===== src/lrtp_pkg.sv =====
`timescale 1ns / 1ps

package lrtp_pkg;

  localparam int CMD_W   = 2;
  localparam int STATE_W = 6;
  localparam int SYM_W   = 8;
  localparam int LEN_W   = 6;
  localparam int LEVEL_W = 7;
  localparam int ENTRY_W = 16;
  localparam int IN_W    = 32;
  localparam int OUT_W   = 16;
  localparam int CFG_W   = 8;

  typedef enum logic [1:0] {
    CMD_WRITE    = 2'd0,
    CMD_NEW_WORD = 2'd1,
    CMD_FEED     = 2'd2,
    CMD_NONE     = 2'd3
  } cmd_e_t;

  typedef enum logic [1:0] {
    KIND_EMPTY  = 2'd0,
    KIND_SHIFT  = 2'd1,
    KIND_REDUCE = 2'd2,
    KIND_ACCEPT = 2'd3
  } kind_t;

  typedef enum logic [1:0] {
    VERD_PENDING  = 2'd0,
    VERD_ACCEPT   = 2'd1,
    VERD_REJECT   = 2'd2,
    VERD_OVERFLOW = 2'd3
  } verdict_t;

  typedef enum logic [2:0] {
    ST_CLEAR,
    ST_IDLE,
    ST_LOOK,
    ST_LOOK_DEC,
    ST_STACK,
    ST_GOTO,
    ST_GOTO_DEC,
    ST_FINISH
  } ctl_state_t;

  // Controller to datapath.
  typedef struct packed {
    logic     clr;
    logic     take;
    logic     rd_goto;
    logic     red_count;
    logic     shift_push;
    logic     goto_push;
    logic     set_verdict;
    verdict_t verdict;
    logic     start_end;
    logic     out_load;
  } ctl_cmd_t;

  // Datapath to controller.
  typedef struct packed {
    cmd_e_t in_cmd;
    logic   verdict_zero;
    logic   last_item;
    logic   end_phase;
    kind_t  act_kind;
    logic   act_ok;
    logic   len_too_big;
    logic   limit_hit;
    logic   shift_full;
    logic   goto_full;
    logic   goto_ok;
    logic   clear_done;
  } ctl_stat_t;

endpackage


===== src/lrtp_ctrl.sv =====
`timescale 1ns / 1ps

module lrtp_ctrl import lrtp_pkg::*; (
  input  logic      clk,
  input  logic      rst,
  input  logic      in_tvalid,
  output logic      in_tready,
  output logic      out_tvalid,
  input  logic      out_tready,
  input  ctl_stat_t stat,
  output ctl_cmd_t  ctl
);

  ctl_state_t state;
  ctl_state_t state_next;

  always_ff @(posedge clk) begin
    if (rst) begin
      state      <= ST_CLEAR;
      out_tvalid <= 1'b0;
    end else begin
      state <= state_next;
      if (ctl.out_load) begin
        out_tvalid <= 1'b1;
      end else if (out_tready) begin
        out_tvalid <= 1'b0;
      end
    end
  end

  always_comb begin
    state_next = state;
    ctl        = '0;
    in_tready  = 1'b0;
    unique case (state)
      ST_CLEAR: begin
        ctl.clr = 1'b1;
        if (stat.clear_done) begin
          state_next = ST_IDLE;
        end
      end
      ST_IDLE: begin
        in_tready = 1'b1;
        if (in_tvalid) begin
          ctl.take = 1'b1;
          if (stat.in_cmd == CMD_FEED && stat.verdict_zero) begin
            state_next = ST_LOOK;
          end else begin
            state_next = ST_FINISH;
          end
        end
      end
      ST_LOOK: begin
        state_next = ST_LOOK_DEC;
      end
      ST_LOOK_DEC: begin
        state_next = ST_FINISH;
        if (!stat.act_ok) begin
          ctl.set_verdict = 1'b1;
          ctl.verdict     = VERD_REJECT;
        end else begin
          unique case (stat.act_kind)
            KIND_EMPTY: begin
              ctl.set_verdict = 1'b1;
              ctl.verdict     = VERD_REJECT;
            end
            KIND_ACCEPT: begin
              ctl.set_verdict = 1'b1;
              ctl.verdict     = VERD_ACCEPT;
            end
            KIND_SHIFT: begin
              ctl.shift_push = 1'b1;
              if (!stat.shift_full) begin
                if (stat.end_phase) begin
                  // Shifting the end marker itself means the word is not in the language.
                  ctl.set_verdict = 1'b1;
                  ctl.verdict     = VERD_REJECT;
                end else if (stat.last_item) begin
                  ctl.start_end = 1'b1;
                  state_next    = ST_LOOK;
                end
              end
            end
            KIND_REDUCE: begin
              if (stat.limit_hit || stat.len_too_big) begin
                ctl.set_verdict = 1'b1;
                ctl.verdict     = VERD_REJECT;
              end else begin
                ctl.red_count = 1'b1;
                state_next    = ST_STACK;
              end
            end
            default: begin
              ctl.set_verdict = 1'b1;
              ctl.verdict     = VERD_REJECT;
            end
          endcase
        end
      end
      ST_STACK: begin
        state_next = ST_GOTO;
      end
      ST_GOTO: begin
        ctl.rd_goto = 1'b1;
        state_next  = ST_GOTO_DEC;
      end
      ST_GOTO_DEC: begin
        if (!stat.goto_ok) begin
          ctl.set_verdict = 1'b1;
          ctl.verdict     = VERD_REJECT;
          state_next      = ST_FINISH;
        end else begin
          ctl.goto_push = 1'b1;
          state_next    = stat.goto_full ? ST_FINISH : ST_LOOK;
        end
      end
      ST_FINISH: begin
        if (!out_tvalid || out_tready) begin
          ctl.out_load = 1'b1;
          state_next   = ST_IDLE;
        end
      end
      default: begin
        state_next = ST_CLEAR;
      end
    endcase
  end

endmodule


===== config.mk =====
export PLATFORM = sky130hd
export DESIGN_NAME = lrtp_ctrl
export DESIGN_NICKNAME = d
export VERILOG_FILES = /design/src/lrtp_pkg.sv /design/src/lrtp_ctrl.sv
export SDC_FILE = /design/constraint.sdc
export NUM_CORES = 1
export LEC_CHECK = 0
export BUFFER_PORTS_ARGS = -buffer_cell sky130_fd_sc_hd__buf_2
export CORE_MARGIN = 1
export CORE_UTILIZATION = 30
export DETAILED_ROUTE_END_ITERATION = 10
export GPL_TIMING_DRIVEN = 0
export SLEW_MARGIN = 25
export SYNTH_ARGS = -nofsm -noshare
export SYNTH_HDL_FRONTEND = slang
export SYNTH_SLANG_ARGS = --single-unit

===== constraint.sdc =====
create_clock -name clk -period 3.6 [get_ports clk]
set_input_delay 0.72 -clock clk [delete_from_list [all_inputs] [get_ports clk]]
set_output_delay 0.72 -clock clk [all_outputs]
set_load 0.05 [all_outputs]

Word level (Yosys, flattened, before mapping)
Index checks and enable logic that the tools add are counted.
Storage, ports and cells
  flip-flop bits (word level): 4
  input bits: 18
  output and inout bits: 13
  word-level logic and storage cells: 65
Operators by class
  equality and inequality tests: 14
  mux-type cells: 41
  reduce and logical (&&, ||, !) cells: 8
Operator list (number)
  3-bit 2-to-1 mux: 14
  3-bit one-hot mux with 8 select lines: 1
  1-bit 2-to-1 mux: 19
  3-bit == test (second input constant): 4
  3-bit one-hot mux with 2 select lines: 2
  3-bit one-hot mux with 4 select lines: 1
  2-bit == test (second input constant): 3
  3-bit by 2-bit == test with 1-bit output (second input constant): 2
  2-bit 2-to-1 mux: 3
  2-bit inequality test (second input constant): 3
  4-bit 2-to-1 mux: 1
  3-bit by 1-bit == test with 1-bit output (second input constant): 1
  3-bit logical NOT: 1
  3-bit AND reduction: 1
  2-bit by 1-bit == test with 1-bit output (second input constant): 1
  2-bit logical NOT: 1
  1-bit logical OR: 2
  2-bit nonzero test: 1
  1-bit logical AND: 1
  1-bit logical NOT: 1

Depth between registers and ports, before layout
  depth in word-level cells: 6
  depth in mapped cells: 6
  depth with buffers taken out: 6

Worst setup path after synthesis
Ideal clock, no wire load.
  path kind: input-to-output
  start point: in stat[7] (netlist bit)
  end point: out ctl[4] (netlist bit)
  arrival: 2.046 ns
  data required time: 2.880 ns
  setup slack: 0.834 ns
  cell stages on the path: 6
  buffers on the path: 0
  path through: inv_1 > ha_1 > o21ai_0 > nand4b_1 > o21ai_0 > a21oi_1
RTL lines
  from (decl): RTL line lrtp_ctrl.sv:10  | input ctl_stat_t stat,
  to (decl): RTL line lrtp_ctrl.sv:11  | output ctl_cmd_t ctl

==> out/qor.txt <==
RUN STATUS
---------------------------------------------------------------------------------
Outcome ............................................................ finished with violations
Failing checks ..................................................... design-rule violations

DIE
---------------------------------------------------------------------------------
Die ar. ............................................................     1901 um2
Cell row count .....................................................           14
Effective utilization at floorplan .................................       33.31%
Die H ..............................................................     43.61 um
Die Span X .........................................................     43.61 um
Core box area ......................................................     1559 um2
IO Count ...........................................................           31

TIMING
---------------------------------------------------------------------------------
Slew Viols, Final ..................................................            0
Total negative slack for setup checks ..............................         0 ns
Fin crit period ....................................................     2.636 ns
Clock Skew .........................................................  0.005615 ns
Peak clock frequency supported by timing ...........................    379.3 MHz
Final setup viols ..................................................            0
Post-route fraction of the period consumed by the critical path ....       73.23%
Setup repair after global routing missed its margin ................        false
Remaining max-slew budget at the tightest pin ......................       74.64%
Transition time at the pin with the least slew margin ..............    0.3781 ns
Number of hold violations in the final report ......................            0

LAYOUT
---------------------------------------------------------------------------------
Syn-to-layout area delta ...........................................       37.11%
Final Net Count ....................................................          128
Final standard cell utilization of the core ........................       45.67%
Antenna diode count ................................................            0
Fraction of layout instances using a drive strength above 1 ........       39.81%
Filler cell count ..................................................          166

ROUTING
---------------------------------------------------------------------------------
Vias per Instance ..................................................        5.126
Pre-antenna DRT Iters ..............................................            8
Via count of the routed design .....................................          610
First-iteration detailed-routing DRC count .........................           19
DRC errors left ....................................................            1
Average wire per standard cell .....................................     11.31 um
Number of nets with antenna violations after routing ...............            0
Wire length after detailed routing .................................     1.346 mm

PLACE
---------------------------------------------------------------------------------
Input/output buffers ...............................................           30
Post-detailed-placement half-perimeter wirelength ..................     1.085 mm
Placer congestion estimate .........................................       0.8017

MIN PATH
---------------------------------------------------------------------------------
Type of the most critical hold path ................................   reg -> reg

SYNTH
---------------------------------------------------------------------------------
Ys flop type ....................................................... sky130_fd_sc_hd__dfxtp_1
Mean cell area of the mapped netlist ...............................    7.418 um2
Number of distinct library cells after synthesis ...................           29
Number of synthesis warnings .......................................            0
Synthesized area ...................................................    519.2 um2
Proportion of synthesized chip area in sequential cells ............       15.42%
Library cell occupying the most area in the post-synthesis netlist . sky130_fd_sc_hd__dfxtp_1
Top-area cell type share of the netlist area .......................       15.42%
Number of synthesized flops with an enable pin .....................            0
Flip-flop and latch count after synthesis ..........................            4
Fraction of registers with async set/reset .........................           0%
Top cells by area, synth ........................................... sky130_fd_sc_hd__dfxtp_1 (15%), sky130_fd_sc_hd__ha_1 (12%), sky130_fd_sc_hd__a21oi_1 (5.8%)
Post-synthesis cell count ..........................................           70
Syn nets ...........................................................           93

GLOBAL ROUTE
---------------------------------------------------------------------------------
Wire length of the first global-routing pass .......................     2.070 mm
Largest net degree at the start of global routing ..................           11
Tot GR Track Use ...................................................       14.33%
Number of global-route vias before repair ..........................          523
Number of antenna violations at the first check in global routing ..            0
Sum of overflow across all layers after global routing .............            0

WORST SETUP PATH
---------------------------------------------------------------------------------
CP startpoint kind .................................................   input port
Arrival time reported for the critical path endpoint ...............      1.92 ns
Worst path cell trace .............................................. buf_2, inv_1, ha_1, o21ai_0, nand4b_1, o21ai_0, a21oi_1, buf_2
Crit path required time ............................................      2.88 ns
Slowest CP cell .................................................... sky130_fd_sc_hd__buf_2
Highest net fanout along the worst path ............................            4
Critical path type .................................................    in -> out
Slowest cell delay on critical path ................................      0.27 ns
Element type at the critical path end ..............................   output pin
Kind of cell adding the most delay to the critical path ............ buffers and inverters
Crit path buf inv count ............................................            3
FF-to-FF setup slack ...............................................      2.17 ns

POWER AND IR DROP
---------------------------------------------------------------------------------
Power density of the placed cells .................................. 677.2 nW/um2
Total leakage power ................................................    0.3710 nW
IR Drop Worst-Case VDD .............................................    0.3057 mV

CLOCKING
---------------------------------------------------------------------------------
Resized cells post-CTS .............................................            0
Clock transition at path regs ......................................      0.04 ns
Clk_lat worst skew .................................................      0.24 ns
Number of hold-repair buffers added at the cts stage ...............            0
Cell chosen for the clock root ..................................... sky130_fd_sc_hd__clkbuf_4
Clock Sink Count ...................................................            4
Number of clock buffers inserted by TritonCTS ......................            3
Post-CTS setup buffer count ........................................            0
TritonCTS clock tree ...............................................         done
Number of H-tree levels ............................................            1
Buffer depth of the longest clock path .............................            2

RUN
---------------------------------------------------------------------------------
Max-cap violations .................................................            0

[flip-flops by register name (all words and copies together) (netlist names)]
| signal | count |
|---|---|
| state | 3 |
| out_tvalid | 1 |
[metal layers]
| metal | up-vias | part of all wire (%) | GRT usage (%) |
|---|---|---|---|
| met4 | 0 | 1.2 | 5.625 |
| met5 | - | 0 | 0 |
| met3 | 2 | 5.2 | 2.500 |
| met1 | 267 | 47 | 17.97 |
| li1 | 321 | - | - |
| met2 | 20 | 46 | 24.18 |
[cells in the final DEF (no fill, tap or decap), drive strengths merged, types with 2 or more instances in the layout]
master / instances
a21oi: 6
nand2b: 2
nor2b: 2
nor2: 6
a211oi: 2
nand3b: 2
dfxtp: 4
o21ai: 6
ha: 5
inv: 4
nor3b: 3
nand3: 2
nand2: 7
buf: 32
and2: 2
clkbuf: 4
and3: 3
[worst paths after layout]
kind	from	endpoint	cells past startpoint
setup / recovery	stat[7]	ctl[4]	8
hold / removal	out_tvalid	out_tvalid	2
setup reg to reg	out_tvalid	state[2]	4
hold reg to reg	out_tvalid	out_tvalid	2
[area by class of cell]
class / count / area, um2 / area share [%]
inverter: 4 / 15.01 / 2.109
buffer: 3 / 36.28 / 5.097
multi-input combinational: 59 / 387.9 / 54.48
clock buffer: 3 / 22.52 / 3.163
timing repair buffer: 30 / 150.1 / 21.09
sequential: 4 / 80.08 / 11.25
tap: 16 / 20.02 / 2.812
[stage by stage]
step,cell area (um2),std cells,worst slack (ns),hold WS (ns),power (mW)
3_5_place_dp,689.4,116,0.9601,0.5706,0.4232
6_report,711.9,119,0.9636,0.5719,0.4821
3_3_place_gp,689.4,116,0.9637,0.5654,0.4206
5_1_grt,711.9,119,0.8290,0.5957,0.5176
2_1_floorplan,519.2,70,0.8336,0.5969,0.3493
4_1_cts,711.9,119,0.9534,0.5772,0.4845
[synth_stat cells (all sizes together) (3+ instances only)]
library cell	instances
nand2	7
a21oi	6
nor3b	3
ha	5
nor2	6
dfxtp	4
and3	3
o21ai	6
inv	4
[worst reg2reg max path, delay by kind of cell (launching register included)]
kind	cells	cell delay, ns
AO/OA/AOI/OAI	2	0.49
flip-flops	1	0.30
AND/OR/NAND/NOR	2	0.55
[power by group]
group / internal (mW) / switching, mW
logic: 0.125 / 0.223
clock network: 0.0375 / 0.0208
registers: 0.0597 / 0.0160
[cell families after synthesis]
group | after synthesis | synth area share [%]
buf+inv | 7 | 9.878
flops | 4 | 15.42
compound gates | 19 | 22.89
simple gates | 35 | 39.76
fa+ha+maj | 5 | 12.05
No activity file was read; power rests on OpenSTA's default activity.
